`config.mk`:
```
export PLATFORM = sky130hd
export DESIGN_NAME = strided_slice_address_gen_flat
export DESIGN_NICKNAME = d
export VERILOG_FILES = /design/src/rtl/core/ssag_pkg.sv /design/src/rtl/core/ssag_if.sv /design/src/rtl/core/ssag_div.sv /design/src/rtl/core/ssag_ctrl.sv /design/src/rtl/core/ssag_dp.sv /design/src/rtl/core/strided_slice_address_gen.sv /design/src/flat_wrapper.sv
export SDC_FILE = /design/constraint.sdc
export NUM_CORES = 2
export LEC_CHECK = 0
export CAP_MARGIN = 20
export CORE_MARGIN = 5
export CORE_UTILIZATION = 40
export CTS_CLUSTER_SIZE = 10
export DETAILED_ROUTE_END_ITERATION = 8
export DONT_BUFFER_PORTS = 1
export GPL_TIMING_DRIVEN = 1
export HOLD_SLACK_MARGIN = 0.12
export PLACE_DENSITY = 0.57
export SETUP_SLACK_MARGIN = 0.15
export SKIP_CTS_REPAIR_TIMING = 1
export SYNTH_ARGS = -nofsm -noshare
export SYNTH_HDL_FRONTEND = slang
export SYNTH_SLANG_ARGS = --single-unit
```
`constraint.sdc`:
```
create_clock -name clk -period 14.9 [get_ports clk]
set_input_delay 1.49 -clock clk [delete_from_list [all_inputs] [get_ports clk]]
set_output_delay 1.49 -clock clk [all_outputs]
set_load 0.01 [all_outputs]
```
`src/rtl/core/ssag_pkg.sv`:
```
`default_nettype none
// ----------------------------------------------------------------------------
// ssag_pkg: shared types and constants
// Register codes, controller states and the command/status bundles that pass
// between the strided slice controller and its datapath.
// ----------------------------------------------------------------------------
package ssag_pkg;

	localparam int FIELD_W   = 16;  // packing pitch of one axis field
	localparam int REG_W     = 64;  // widest configuration register
	localparam int CFG_IDX_W = 3;
	localparam int IDX_W     = 32;  // element index / byte offset width
	localparam int EB_W      = 5;   // element_bytes width
	localparam int AXES_W    = 3;   // axes_used width

	localparam logic [AXES_W-1:0] AXES_RESET  = 3'd1;
	localparam logic [REG_W-1:0]  START_RESET = 64'h0;
	localparam logic [REG_W-1:0]  STOP_RESET  = 64'h0;
	localparam logic [REG_W-1:0]  SKIP_RESET  = 64'h0001_0001_0001_0001;
	localparam logic [REG_W-1:0]  SHAPE_RESET = 64'h0001_0001_0001_0001;
	localparam logic [EB_W-1:0]   EB_RESET    = 5'd8;

	typedef enum logic [CFG_IDX_W-1:0] {
		CFG_AXES_USED,
		CFG_START,
		CFG_STOP,
		CFG_SKIP,
		CFG_SHAPE,
		CFG_ELEM_BYTES
	} cfg_reg_t;

	typedef enum logic [2:0] {
		ST_IDLE,
		ST_DIV_START,
		ST_DIV_WAIT,
		ST_STRIDE,
		ST_POS,
		ST_ACC,
		ST_EMIT,
		ST_INC
	} ssag_state_t;

	typedef struct packed {
		logic walk_init;    // word accepted: clear accumulator, axis pointer
		logic restart;      // word carries restart
		logic div_start;    // launch count division for current axis
		logic count_wr;     // store count of current axis
		logic stride_step;  // stride[d-1] = stride[d] * shape[d]
		logic stride_end;   // setup finished
		logic pos_calc;     // pos = counter*skip + start
		logic acc_calc;     // acc += pos*stride
		logic emit;         // load output register
		logic inc_step;     // one step of the odometer carry
	} ssag_cmd_t;

	typedef struct packed {
		logic axis_first;
		logic axis_last;
		logic axis_nonempty;
		logic div_done;
		logic empty;
		logic walk_done;
		logic fin;
		logic inc_stop;
		logic out_free;
	} ssag_status_t;

endpackage
`default_nettype wire

```
`src/rtl/core/ssag_if.sv`:
```
`default_nettype none
// ----------------------------------------------------------------------------
// ssag_if: stream channels of the slice address generator
// Input channel carries the restart flag; output channel carries one
// element's addresses.
// ----------------------------------------------------------------------------
interface ssag_in_if;
	logic valid;
	logic ready;
	logic restart;

	modport source (output valid, output restart, input ready);
	modport sink   (input valid, input restart, output ready);
endinterface

interface ssag_out_if;
	logic        valid;
	logic        ready;
	logic [31:0] src_index;
	logic [31:0] dst_index;
	logic [31:0] src_byte_offset;
	logic [31:0] dst_byte_offset;
	logic        last;
	logic        done_res;

	modport source (output valid, output src_index, output dst_index,
		output src_byte_offset, output dst_byte_offset, output last,
		output done_res, input ready);
	modport sink   (input valid, input src_index, input dst_index,
		input src_byte_offset, input dst_byte_offset, input last,
		input done_res, output ready);
endinterface
`default_nettype wire

```
`src/rtl/core/ssag_div.sv`:
```
`default_nettype none
// ----------------------------------------------------------------------------
// ssag_div: radix-2 restoring divider
// Unsigned quotient of two W-bit values, one quotient bit per cycle.
// done pulses as the last bit is registered into quo; quo holds until the next start.
// ----------------------------------------------------------------------------
module ssag_div #(
	parameter int W = 16
) (
	input  wire logic         clk,
	input  wire logic         arst_n,
	input  wire logic         start,
	input  wire logic [W-1:0] num,
	input  wire logic [W-1:0] den,
	output logic              done,
	output logic [W-1:0]      quo
);
	localparam int CNT_W = $clog2(W);

	logic             busy_q;
	logic             done_q;
	logic [CNT_W-1:0] cnt_q;
	logic [W-1:0]     rem_q;
	logic [W-1:0]     quo_q;
	logic [W-1:0]     den_q;
	logic [W:0]       shifted;
	logic             take;

	assign shifted = {rem_q, quo_q[W-1]};
	assign take    = shifted >= {1'b0, den_q};

	always_ff @(posedge clk or negedge arst_n) begin
		if (!arst_n) begin
			busy_q <= 1'b0;
			done_q <= 1'b0;
			cnt_q  <= '0;
		end else begin
			done_q <= 1'b0;
			if (start) begin
				busy_q <= 1'b1;
				cnt_q  <= '0;
			end else if (busy_q) begin
				cnt_q <= cnt_q + CNT_W'(1);
				if (cnt_q == CNT_W'(W - 1)) begin
					busy_q <= 1'b0;
					done_q <= 1'b1;
				end
			end
		end
	end

	always_ff @(posedge clk) begin
		if (start) begin
			rem_q <= '0;
			quo_q <= num;
			den_q <= den;
		end else if (busy_q) begin
			rem_q <= take ? W'(shifted - {1'b0, den_q}) : shifted[W-1:0];
			quo_q <= {quo_q[W-2:0], take};
		end
	end

	assign done = done_q;
	assign quo  = quo_q;

endmodule
`default_nettype wire

```
`src/rtl/core/ssag_ctrl.sv`:
```
`default_nettype none
// ----------------------------------------------------------------------------
// ssag_ctrl: sequencer of the slice address generator
// Steps setup (count division, stride chain) and the per-word walk
// (per-axis position and accumulate, emit, odometer carry).
// ----------------------------------------------------------------------------
module ssag_ctrl (
	input  wire logic                   clk,
	input  wire logic                   arst_n,
	input  wire logic                   in_valid,
	input  wire logic                   in_restart,
	output logic                        in_ready,
	input  wire ssag_pkg::ssag_status_t st,
	output ssag_pkg::ssag_cmd_t         cmd
);
	import ssag_pkg::*;

	ssag_state_t state_q, state_d;

	always_ff @(posedge clk or negedge arst_n) begin
		if (!arst_n) begin
			state_q <= ST_IDLE;
		end else begin
			state_q <= state_d;
		end
	end

	always_comb begin
		state_d = state_q;
		case (state_q)
			ST_IDLE: begin
				if (in_valid) begin
					if (in_restart) state_d = ST_DIV_START;
					else state_d = st.walk_done ? ST_EMIT : ST_POS;
				end
			end
			ST_DIV_START: begin
				if (st.axis_nonempty) state_d = ST_DIV_WAIT;
				else state_d = st.axis_last ? ST_STRIDE : ST_DIV_START;
			end
			ST_DIV_WAIT: begin
				if (st.div_done) state_d = st.axis_last ? ST_STRIDE : ST_DIV_START;
			end
			ST_STRIDE: begin
				if (st.axis_first) state_d = st.empty ? ST_EMIT : ST_POS;
			end
			ST_POS: begin
				state_d = ST_ACC;
			end
			ST_ACC: begin
				state_d = st.axis_last ? ST_EMIT : ST_POS;
			end
			ST_EMIT: begin
				if (st.out_free) state_d = (st.walk_done || st.fin) ? ST_IDLE : ST_INC;
			end
			ST_INC: begin
				if (st.inc_stop) state_d = ST_IDLE;
			end
			default: begin
				state_d = ST_IDLE;
			end
		endcase
	end

	always_comb begin
		cmd      = '0;
		in_ready = 1'b0;
		case (state_q)
			ST_IDLE: begin
				in_ready      = 1'b1;
				cmd.walk_init = in_valid;
				cmd.restart   = in_valid && in_restart;
			end
			ST_DIV_START: begin
				cmd.div_start = st.axis_nonempty;
				cmd.count_wr  = !st.axis_nonempty;
			end
			ST_DIV_WAIT: begin
				cmd.count_wr = st.div_done;
			end
			ST_STRIDE: begin
				cmd.stride_end  = st.axis_first;
				cmd.stride_step = !st.axis_first;
			end
			ST_POS: begin
				cmd.pos_calc = 1'b1;
			end
			ST_ACC: begin
				cmd.acc_calc = 1'b1;
			end
			ST_EMIT: begin
				cmd.emit = st.out_free;
			end
			ST_INC: begin
				cmd.inc_step = 1'b1;
			end
			default: begin
				cmd = '0;
			end
		endcase
	end

endmodule
`default_nettype wire

```
`src/rtl/core/ssag_dp.sv`:
```
`default_nettype none
// ----------------------------------------------------------------------------
// ssag_dp: datapath of the slice address generator
// Configuration registers, per-axis counters, counts and strides, the
// shared position/accumulate arithmetic and the output register.
// ----------------------------------------------------------------------------
module ssag_dp #(
	parameter int MAX_AXES   = 4,
	parameter int COORD_BITS = 16
) (
	input  wire logic                            clk,
	input  wire logic                            arst_n,
	input  wire logic                            cfg_we,
	input  wire logic [ssag_pkg::CFG_IDX_W-1:0]  cfg_index,
	input  wire logic [ssag_pkg::REG_W-1:0]      cfg_data,
	input  wire ssag_pkg::ssag_cmd_t             cmd,
	output ssag_pkg::ssag_status_t               st,
	output logic                                 out_valid,
	input  wire logic                            out_ready,
	output logic [ssag_pkg::IDX_W-1:0]           out_src_index,
	output logic [ssag_pkg::IDX_W-1:0]           out_dst_index,
	output logic [ssag_pkg::IDX_W-1:0]           out_src_byte_offset,
	output logic [ssag_pkg::IDX_W-1:0]           out_dst_byte_offset,
	output logic                                 out_last,
	output logic                                 out_done_res
);
	import ssag_pkg::*;

	localparam int CB  = COORD_BITS;
	localparam int AXW = (MAX_AXES > 1) ? $clog2(MAX_AXES) : 1;

	// configuration
	logic [AXES_W-1:0] axes_used_q;
	logic [REG_W-1:0]  start_q, stop_q, skip_q, shape_q;
	logic [EB_W-1:0]   eb_q;

	// walk state
	logic [CB-1:0]    counter_q [MAX_AXES];
	logic [CB-1:0]    count_q   [MAX_AXES];
	logic [IDX_W-1:0] stride_q  [MAX_AXES];
	logic [IDX_W-1:0] dest_q;
	logic             walk_done_q;
	logic             empty_q;
	logic [AXW-1:0]   nm1_q;
	logic [AXW-1:0]   d_q;
	logic [IDX_W-1:0] pos_q;
	logic [IDX_W-1:0] acc_q;
	logic             fin_q;
	logic             out_valid_q;

	// current-axis fields
	logic [CB-1:0]        start_f, stop_f, skip_f, shape_f, skip_v, cur_cnt, cur_count;
	logic [CB:0]          cnt_plus;
	logic [AXW-1:0]       dm1;
	logic [AXW-1:0]       nm1_d;
	logic [2*CB-1:0]      cnt_skip;
	logic [IDX_W-1:0]     pos_d;
	logic [2*IDX_W-1:0]   pos_str;
	logic [IDX_W+CB-1:0]  str_shape;
	logic [IDX_W+EB_W-1:0] src_b, dst_b;
	logic                 div_done;
	logic [CB-1:0]        div_quo;

	assign start_f = start_q[FIELD_W*d_q +: CB];
	assign stop_f  = stop_q[FIELD_W*d_q +: CB];
	assign skip_f  = skip_q[FIELD_W*d_q +: CB];
	assign shape_f = shape_q[FIELD_W*d_q +: CB];
	assign skip_v  = (skip_f == '0) ? CB'(1) : skip_f;

	assign cur_cnt   = counter_q[d_q];
	assign cur_count = count_q[d_q];
	assign cnt_plus  = {1'b0, cur_cnt} + (CB+1)'(1);
	assign dm1       = d_q - AXW'(1);

	assign cnt_skip  = cur_cnt * skip_v;
	assign pos_d     = IDX_W'(cnt_skip) + IDX_W'(start_f);
	assign pos_str   = pos_q * stride_q[d_q];
	assign str_shape = stride_q[d_q] * shape_f;
	assign src_b     = acc_q * eb_q;
	assign dst_b     = dest_q * eb_q;

	always_comb begin
		if (axes_used_q == '0) nm1_d = '0;
		else if (axes_used_q > AXES_W'(MAX_AXES)) nm1_d = AXW'(MAX_AXES - 1);
		else nm1_d = AXW'(axes_used_q - AXES_W'(1));
	end

	ssag_div #(
		.W(CB)
	) u_div (
		.clk    (clk),
		.arst_n (arst_n),
		.start  (cmd.div_start),
		.num    (stop_f - start_f - CB'(1)),
		.den    (skip_v),
		.done   (div_done),
		.quo    (div_quo)
	);

	always_comb begin
		st.axis_first    = d_q == '0;
		st.axis_last     = d_q == nm1_q;
		st.axis_nonempty = stop_f > start_f;
		st.div_done      = div_done;
		st.empty         = empty_q;
		st.walk_done     = walk_done_q;
		st.fin           = fin_q;
		st.inc_stop      = (cnt_plus < {1'b0, cur_count}) || (d_q == '0);
		st.out_free      = !out_valid_q || out_ready;
	end

	always_ff @(posedge clk or negedge arst_n) begin
		if (!arst_n) begin
			axes_used_q <= AXES_RESET;
			start_q     <= START_RESET;
			stop_q      <= STOP_RESET;
			skip_q      <= SKIP_RESET;
			shape_q     <= SHAPE_RESET;
			eb_q        <= EB_RESET;
		end else if (cfg_we) begin
			case (cfg_reg_t'(cfg_index))
				CFG_AXES_USED:  axes_used_q <= cfg_data[AXES_W-1:0];
				CFG_START:      start_q     <= cfg_data;
				CFG_STOP:       stop_q      <= cfg_data;
				CFG_SKIP:       skip_q      <= cfg_data;
				CFG_SHAPE:      shape_q     <= cfg_data;
				CFG_ELEM_BYTES: eb_q        <= cfg_data[EB_W-1:0];
				default: ;
			endcase
		end
	end

	always_ff @(posedge clk or negedge arst_n) begin
		if (!arst_n) begin
			for (int i = 0; i < MAX_AXES; i++) begin
				counter_q[i] <= '0;
				count_q[i]   <= '0;
				stride_q[i]  <= '0;
			end
			dest_q      <= '0;
			walk_done_q <= 1'b1;
			empty_q     <= 1'b0;
			nm1_q       <= '0;
			d_q         <= '0;
			fin_q       <= 1'b1;
			out_valid_q <= 1'b0;
		end else begin
			if (cmd.walk_init) begin
				d_q   <= '0;
				fin_q <= 1'b1;
			end
			if (cmd.restart) begin
				for (int i = 0; i < MAX_AXES; i++) counter_q[i] <= '0;
				nm1_q   <= nm1_d;
				dest_q  <= '0;
				empty_q <= 1'b0;
			end
			if (cmd.count_wr) begin
				count_q[d_q] <= st.axis_nonempty ? div_quo + CB'(1) : '0;
				if (!st.axis_nonempty) empty_q <= 1'b1;
				if (st.axis_last) stride_q[d_q] <= IDX_W'(1);
				else d_q <= d_q + AXW'(1);
			end
			if (cmd.stride_step) begin
				stride_q[dm1] <= str_shape[IDX_W-1:0];
				d_q           <= dm1;
			end
			if (cmd.stride_end) begin
				walk_done_q <= empty_q;
			end
			if (cmd.acc_calc) begin
				if (cnt_plus != {1'b0, cur_count}) fin_q <= 1'b0;
				if (!st.axis_last) d_q <= d_q + AXW'(1);
			end
			if (cmd.emit && !walk_done_q) begin
				dest_q <= dest_q + IDX_W'(1);
				d_q    <= nm1_q;
				if (fin_q) walk_done_q <= 1'b1;
			end
			if (cmd.inc_step) begin
				if (st.inc_stop) begin
					counter_q[d_q] <= cnt_plus[CB-1:0];
				end else begin
					counter_q[d_q] <= '0;
					d_q            <= dm1;
				end
			end
			// output word register
			if (cmd.emit) out_valid_q <= 1'b1;
			else if (out_ready) out_valid_q <= 1'b0;
		end
	end

	always_ff @(posedge clk) begin
		if (cmd.walk_init) acc_q <= '0;
		else if (cmd.stride_end) acc_q <= '0;
		else if (cmd.acc_calc) acc_q <= acc_q + pos_str[IDX_W-1:0];
		if (cmd.pos_calc) pos_q <= pos_d;
		if (cmd.emit) begin
			if (walk_done_q) begin
				out_src_index       <= '0;
				out_dst_index       <= '0;
				out_src_byte_offset <= '0;
				out_dst_byte_offset <= '0;
				out_last            <= 1'b0;
				out_done_res        <= 1'b1;
			end else begin
				out_src_index       <= acc_q;
				out_dst_index       <= dest_q;
				out_src_byte_offset <= src_b[IDX_W-1:0];
				out_dst_byte_offset <= dst_b[IDX_W-1:0];
				out_last            <= fin_q;
				out_done_res        <= 1'b0;
			end
		end
	end

	assign out_valid = out_valid_q;

endmodule
`default_nettype wire

```
`src/rtl/core/strided_slice_address_gen.sv`:
```
`default_nettype none
// Sequencing: a walk word steps position and accumulate for each axis in use
//   in the shared per-axis loop, then emits, then runs the odometer carry.
// A restart word first runs the count divider for each nonempty axis
//   (one quotient bit per cycle) and then the stride chain.
// A finished word waits in the output register while the next is accepted.
// Reset: registers take their reset values, no walk active; no clear pass.
// ----------------------------------------------------------------------------
// strided_slice_address_gen: N-dimensional strided slice address generator
// One source/destination index and byte offset per word, innermost axis
// fastest, with a last flag; done words once the slice is exhausted.
// ----------------------------------------------------------------------------
module strided_slice_address_gen #(
	parameter int MAX_AXES   = 4,
	parameter int COORD_BITS = 16
) (
	input  wire logic                           clk,
	input  wire logic                           arst_n,
	input  wire logic                           cfg_we,
	input  wire logic [ssag_pkg::CFG_IDX_W-1:0] cfg_index,
	input  wire logic [ssag_pkg::REG_W-1:0]     cfg_data,
	ssag_in_if.sink                             in_ch,
	ssag_out_if.source                          out_ch
);
	import ssag_pkg::*;

	ssag_cmd_t    cmd;
	ssag_status_t st;

	ssag_ctrl u_ctrl (
		.clk        (clk),
		.arst_n     (arst_n),
		.in_valid   (in_ch.valid),
		.in_restart (in_ch.restart),
		.in_ready   (in_ch.ready),
		.st         (st),
		.cmd        (cmd)
	);

	ssag_dp #(
		.MAX_AXES   (MAX_AXES),
		.COORD_BITS (COORD_BITS)
	) u_dp (
		.clk                 (clk),
		.arst_n              (arst_n),
		.cfg_we              (cfg_we),
		.cfg_index           (cfg_index),
		.cfg_data            (cfg_data),
		.cmd                 (cmd),
		.st                  (st),
		.out_valid           (out_ch.valid),
		.out_ready           (out_ch.ready),
		.out_src_index       (out_ch.src_index),
		.out_dst_index       (out_ch.dst_index),
		.out_src_byte_offset (out_ch.src_byte_offset),
		.out_dst_byte_offset (out_ch.dst_byte_offset),
		.out_last            (out_ch.last),
		.out_done_res        (out_ch.done_res)
	);

endmodule
`default_nettype wire
```
`src/flat_wrapper.sv`:
```
// flat-port wrapper written by rule: the top's interface ports become plain ports
module strided_slice_address_gen_flat import ssag_pkg::*;
#(
	parameter int MAX_AXES   = 4,
	parameter int COORD_BITS = 16
)
  (clk, arst_n, cfg_we, cfg_index, cfg_data, in_ch_valid, in_ch_restart, in_ch_ready, out_ch_valid, out_ch_src_index, out_ch_dst_index, out_ch_src_byte_offset, out_ch_dst_byte_offset, out_ch_last, out_ch_done_res, out_ch_ready);
  ssag_in_if in_ch_i ();
  ssag_out_if out_ch_i ();
  input  wire logic clk;
  input  wire logic arst_n;
  input  wire logic cfg_we;
  input  wire logic [ssag_pkg::CFG_IDX_W-1:0] cfg_index;
  input  wire logic [ssag_pkg::REG_W-1:0] cfg_data;
  input wire logic [$bits(in_ch_i.valid)-1:0] in_ch_valid;
  input wire logic [$bits(in_ch_i.restart)-1:0] in_ch_restart;
  output wire logic [$bits(in_ch_i.ready)-1:0] in_ch_ready;
  output wire logic [$bits(out_ch_i.valid)-1:0] out_ch_valid;
  output wire logic [$bits(out_ch_i.src_index)-1:0] out_ch_src_index;
  output wire logic [$bits(out_ch_i.dst_index)-1:0] out_ch_dst_index;
  output wire logic [$bits(out_ch_i.src_byte_offset)-1:0] out_ch_src_byte_offset;
  output wire logic [$bits(out_ch_i.dst_byte_offset)-1:0] out_ch_dst_byte_offset;
  output wire logic [$bits(out_ch_i.last)-1:0] out_ch_last;
  output wire logic [$bits(out_ch_i.done_res)-1:0] out_ch_done_res;
  input wire logic [$bits(out_ch_i.ready)-1:0] out_ch_ready;
  assign in_ch_i.valid = in_ch_valid;
  assign in_ch_i.restart = in_ch_restart;
  assign in_ch_ready = in_ch_i.ready;
  assign out_ch_valid = out_ch_i.valid;
  assign out_ch_src_index = out_ch_i.src_index;
  assign out_ch_dst_index = out_ch_i.dst_index;
  assign out_ch_src_byte_offset = out_ch_i.src_byte_offset;
  assign out_ch_dst_byte_offset = out_ch_i.dst_byte_offset;
  assign out_ch_last = out_ch_i.last;
  assign out_ch_done_res = out_ch_i.done_res;
  assign out_ch_i.ready = out_ch_ready;
  strided_slice_address_gen #(.MAX_AXES(MAX_AXES), .COORD_BITS(COORD_BITS)) u_core (.clk(clk), .arst_n(arst_n), .cfg_we(cfg_we), .cfg_index(cfg_index), .cfg_data(cfg_data), .in_ch(in_ch_i), .out_ch(out_ch_i));
endmodule
```
==> results.py <==
metrics = {
    "logic_synthesis": {
        "post_synth_mux_area_share_pct": 8.359,
        "postSynthNetCount": 9525,
        "area_fraction_in_and_or_nand_and_nor_cells_after_synthesis_pct": 13.51,
        "asyncSetResetFlopFracSynth_pct": 70.16,
        "synth-compound-area-share_pct": 6.069,
        "ys_seq_elements": 811,
        "mappedNetlistArea_um2": 80300,
        "syn-mean-instance-area_um2": 10.15,
        "ys_seq_area_share_pct": 26.20,
        "number_of_enable_type_register_cells_in_the_synthesized_netlist": 194,
        "largest_family_of_logic_cells_by_synthesized_area": "adder cells",
        "yosysWarnings": 0,
        "synthesis.instances": 7911,
        "synth.lib_cells_used.distinct": 79,
        "post_synth_fa_ha_maj_area_fraction_pct": 34.49,
        "synthXorXnorAreaFrac_pct": 3.065,
        "ys.flop_type": "sky130_fd_sc_hd__dfrtp_1",
    },
    "place": {
        "place_congestion": 0.8716,
        "hpwl_um": 160400,
        "portBuffers": 0,
    },
    "floorplanning": {
        "rows": 164,
        "top_level_ports": 205,
        "floorplan.initialDensity_pct": 40.22,
        "fp.dieW_um": 458.1,
        "dieArea_um2": 209800,
        "die_boundary_height_um": 458.1,
        "fp.coreArea_um2": 199700,
    },
    "setup_path": {
        "crit_path_top_delay_cell": "sky130_fd_sc_hd__dfrtp_4",
        "crit_required_ns": 15.42,
        "crit_fanout": 45,
        "critical-path-max-stage-delay_ns": 0.84,
        "timing.critical_path.from_type": "register",
        "r2r_cells": 31,
        "criticalPathCategory": "register to register",
        "critPathArrivalTime_ns": 10.33,
        "timing.critical_path.to_type": "register",
    },
    "sta": {
        "max_fclk_mhz": 101.9,
        "timing.clock.skew_ns": 0.1043,
        "period_share_pct": 65.84,
        "count_of_endpoints_failing_hold_in_the_final_timing_report": 0,
        "rsz0062_at_grt": "no",
        "setup_viol": 0,
        "timing.setup.tns_ns": 0,
        "max_slew_margin_pct": 14.44,
        "final_period_minus_worst_setup_slack_ns": 9.811,
        "slew_worst_pin_ns": 1.283,
        "maxSlewViolCount": 0,
    },
    "worst_hold_path": {
        "min_path_type": "register to register",
        "timing.hold.worst_path_depth": 2,
    },
    "grt": {
        "globalRoute.totalOverflow": 0,
        "grt_first_pass_wirelength_um": 349000,
        "number_of_antenna_violations_at_the_first_check_in_global_routing": 8,
        "grt_pass1_vias": 58810,
        "grt_max_degree": 570,
        "groute.usage.overall_pct": 21.10,
    },
    "clock_network": {
        "path_clk_slew_ns": 0.06,
        "clock-sinks": 811,
        "htree_num_levels": 3,
        "clk_latency_ns": 0.74,
        "tritoncts": "yes",
        "cts-buffers-inserted": 98,
        "cts-root-buf": "sky130_fd_sc_hd__clkbuf_16",
        "cts_max_path_buffers": 3,
    },
    "drt": {
        "vias": 54940,
        "detailedRoute.firstIterationViolations": 3542,
        "drt_pass1_iterations": 7,
        "viasPerCell": 5.270,
        "routed_wirelength_um": 219000,
        "drt.antenna.violating_nets": 0,
        "final_routed_wire_length_divided_by_cell_count_um": 21.01,
        "drc": 0,
    },
    "run": {
        "max_cap_violations": 0,
    },
    "layout": {
        "layout_cells_sized_above_1_pct": 9.221,
        "layout-area-overhead-vs-synth_pct": 7.086,
        "layout.nets": 9312,
    },
    "outcome": {
        "status": "finished, final reports clean",
    },
}
area by class of cell:
type,count,area (um2)
fillers,18990,113700
multi-input cells,5351,52690
repair buffers,83,755.7
clock buffers,149,2734
flip-flops and latches,811,21060
clock inverters,18,342.8
inverters,1353,5079
diodes,3,7.507
well taps,2656,3323
final timing paths:
kind	start	end	slack, ns
max reg2reg	u_core.u_dp.d_q[0]$_DFF_PN0_	u_core.u_dp.acc_q[30]$_SDFFE_PP0P_	5.09
max	u_core.u_dp.d_q[0]$_DFF_PN0_	u_core.u_dp.acc_q[30]$_SDFFE_PP0P_	5.09
min reg2reg	u_core.u_dp.u_div.rem_q[15]$_SDFFE_PP0P_	u_core.u_dp.u_div.rem_q[15]$_SDFFE_PP0P_	0.47
min	u_core.u_dp.u_div.rem_q[15]$_SDFFE_PP0P_	u_core.u_dp.u_div.rem_q[15]$_SDFFE_PP0P_	0.47
min in group asynchronous	arst_n	u_core.u_dp.u_div.cnt_q[0]$_DFFE_PN0P_	0.69
max in group asynchronous	arst_n	u_core.u_dp.d_q[1]$_DFF_PN0_	11.68
sequential cells by signal, indices dropped and copies added, names as in the netlist, 64 cells and up:
signal                 cells
u_core.u_dp.counter_q     64
u_core.u_dp.start_q       64
u_core.u_dp.count_q       64
u_core.u_dp.stride_q     128
u_core.u_dp.skip_q        64
u_core.u_dp.shape_q       64
u_core.u_dp.stop_q        64
worst max-delay path: cells and delay by family, from the launching register on:
family | cells | cell delay [ns]
buffers and inverters | 10 | 1.47
AND/OR/NAND/NOR | 1 | 0.25
flip-flops | 1 | 0.84
XOR/XNOR | 1 | 0.17
adder cells (fa/ha/maj) | 9 | 4.35
AO/OA/AOI/OAI | 9 | 1.89
multiplexers | 1 | 0.59
cell families (layout without fill, tap and decap cells):
logic type,after synthesis,after routing
AO/OA/AOI/OAI,753,753
adder cells (fa/ha/maj),1542,1542
multiplexers,476,476
other,0,3
XOR/XNOR,281,281
buffers and inverters,1749,1603
AND/OR/NAND/NOR,2299,2299
flip-flops,811,811
through the flow:
stage | std cells | hold slack, ns | area [um2] | worst slack, ns | utilization, %
after floorplan | 7911 | 0.4289 | 80300 | 6.533 | -
after global placement | 10250 | 0.4563 | 82730 | 5.073 | 41.44
after detailed placement | 10250 | 0.4617 | 82760 | 5.057 | 41.45
after CTS | 10420 | 0.4749 | 85840 | 4.973 | 42.99
after global routing | 10420 | 0.4937 | 85990 | 4.514 | 43.07
final | 10420 | 0.4707 | 85990 | 5.089 | 43.07
cell usage after synthesis, types with 13 or more instances:
| library cell | number | area share, % |
|---|---|---|
| sky130_fd_sc_hd__o211ai_1 | 18 | 0.17 |
| sky130_fd_sc_hd__nor4_1 | 14 | 0.11 |
| sky130_fd_sc_hd__nand2b_1 | 21 | 0.16 |
| sky130_fd_sc_hd__o21bai_1 | 25 | 0.23 |
| sky130_fd_sc_hd__inv_1 | 1348 | 6.3 |
| sky130_fd_sc_hd__nor2_1 | 239 | 1.1 |
| sky130_fd_sc_hd__dfxtp_1 | 48 | 1.2 |
| sky130_fd_sc_hd__o21ai_0 | 214 | 1.3 |
| sky130_fd_sc_hd__mux2_2 | 327 | 4.6 |
| sky130_fd_sc_hd__buf_1 | 26 | 0.12 |
| sky130_fd_sc_hd__a31oi_1 | 18 | 0.14 |
| sky130_fd_sc_hd__xnor2_1 | 205 | 2.2 |
| sky130_fd_sc_hd__nor3_1 | 47 | 0.29 |
| sky130_fd_sc_hd__a21o_1 | 87 | 0.81 |
| sky130_fd_sc_hd__and3_1 | 30 | 0.23 |
| sky130_fd_sc_hd__nand2_1 | 1124 | 5.3 |
| sky130_fd_sc_hd__ha_1 | 421 | 6.6 |
| sky130_fd_sc_hd__clkbuf_1 | 339 | 1.6 |
| sky130_fd_sc_hd__edfxtp_1 | 194 | 7.3 |
| sky130_fd_sc_hd__dfrtp_1 | 557 | 17 |
| sky130_fd_sc_hd__buf_2 | 20 | 0.12 |
| sky130_fd_sc_hd__fa_1 | 1120 | 28 |
| sky130_fd_sc_hd__o31ai_1 | 13 | 0.12 |
| sky130_fd_sc_hd__a21oi_1 | 163 | 1.0 |
| sky130_fd_sc_hd__nand3_1 | 91 | 0.57 |
| sky130_fd_sc_hd__xor2_1 | 76 | 0.83 |
| sky130_fd_sc_hd__mux2i_1 | 26 | 0.32 |
| sky130_fd_sc_hd__o21a_1 | 21 | 0.20 |
| sky130_fd_sc_hd__nand4_1 | 26 | 0.20 |
| sky130_fd_sc_hd__nor2b_1 | 52 | 0.41 |
| sky130_fd_sc_hd__and2_1 | 614 | 4.8 |
| sky130_fd_sc_hd__a22o_1 | 82 | 0.89 |
| sky130_fd_sc_hd__mux4_2 | 123 | 3.4 |
| sky130_fd_sc_hd__a211oi_1 | 37 | 0.35 |
cell usage in the layout (no fill, tap or decap), drive strengths merged, types with 13 or more instances in the layout:
cell type  Yosys  final
nand4         26     26
nand2       1124   1124
mux2         327    327
fa          1120   1120
o21bai        25     25
nor4          14     14
clkinv         2     13
inv         1351   1353
a22o          82     82
buf           56     82
mux2i         26     26
and3          30     30
clkbuf       340    150
and2         614    614
o21a          21     21
o21ai        220    220
nor2         239    239
ha           421    421
o31ai         13     13
o211ai        18     18
nand2b        21     21
nor3          47     47
nand3         91     91
edfxtp       194    194
xnor2        205    205
a21oi        163    163
xor2          76     76
dfxtp         48     48
nor2b         52     52
a21o          87     87
a31oi         18     18
mux4         123    123
a211oi        38     38
dfrtp        557    557
per-layer routing:
metal	track usage, %	up-vias	share of wire (%)
li1	-	24470	-
met1	29.10	28670	44
met2	35.03	1475	48
met3	3.275	313	5.5
met4	5.135	0	2.5
met5	0	-	0
Power is left out: the tool's default activity adds up to more than one toggle a clock period on the data nets, which glitch-free logic cannot reach.
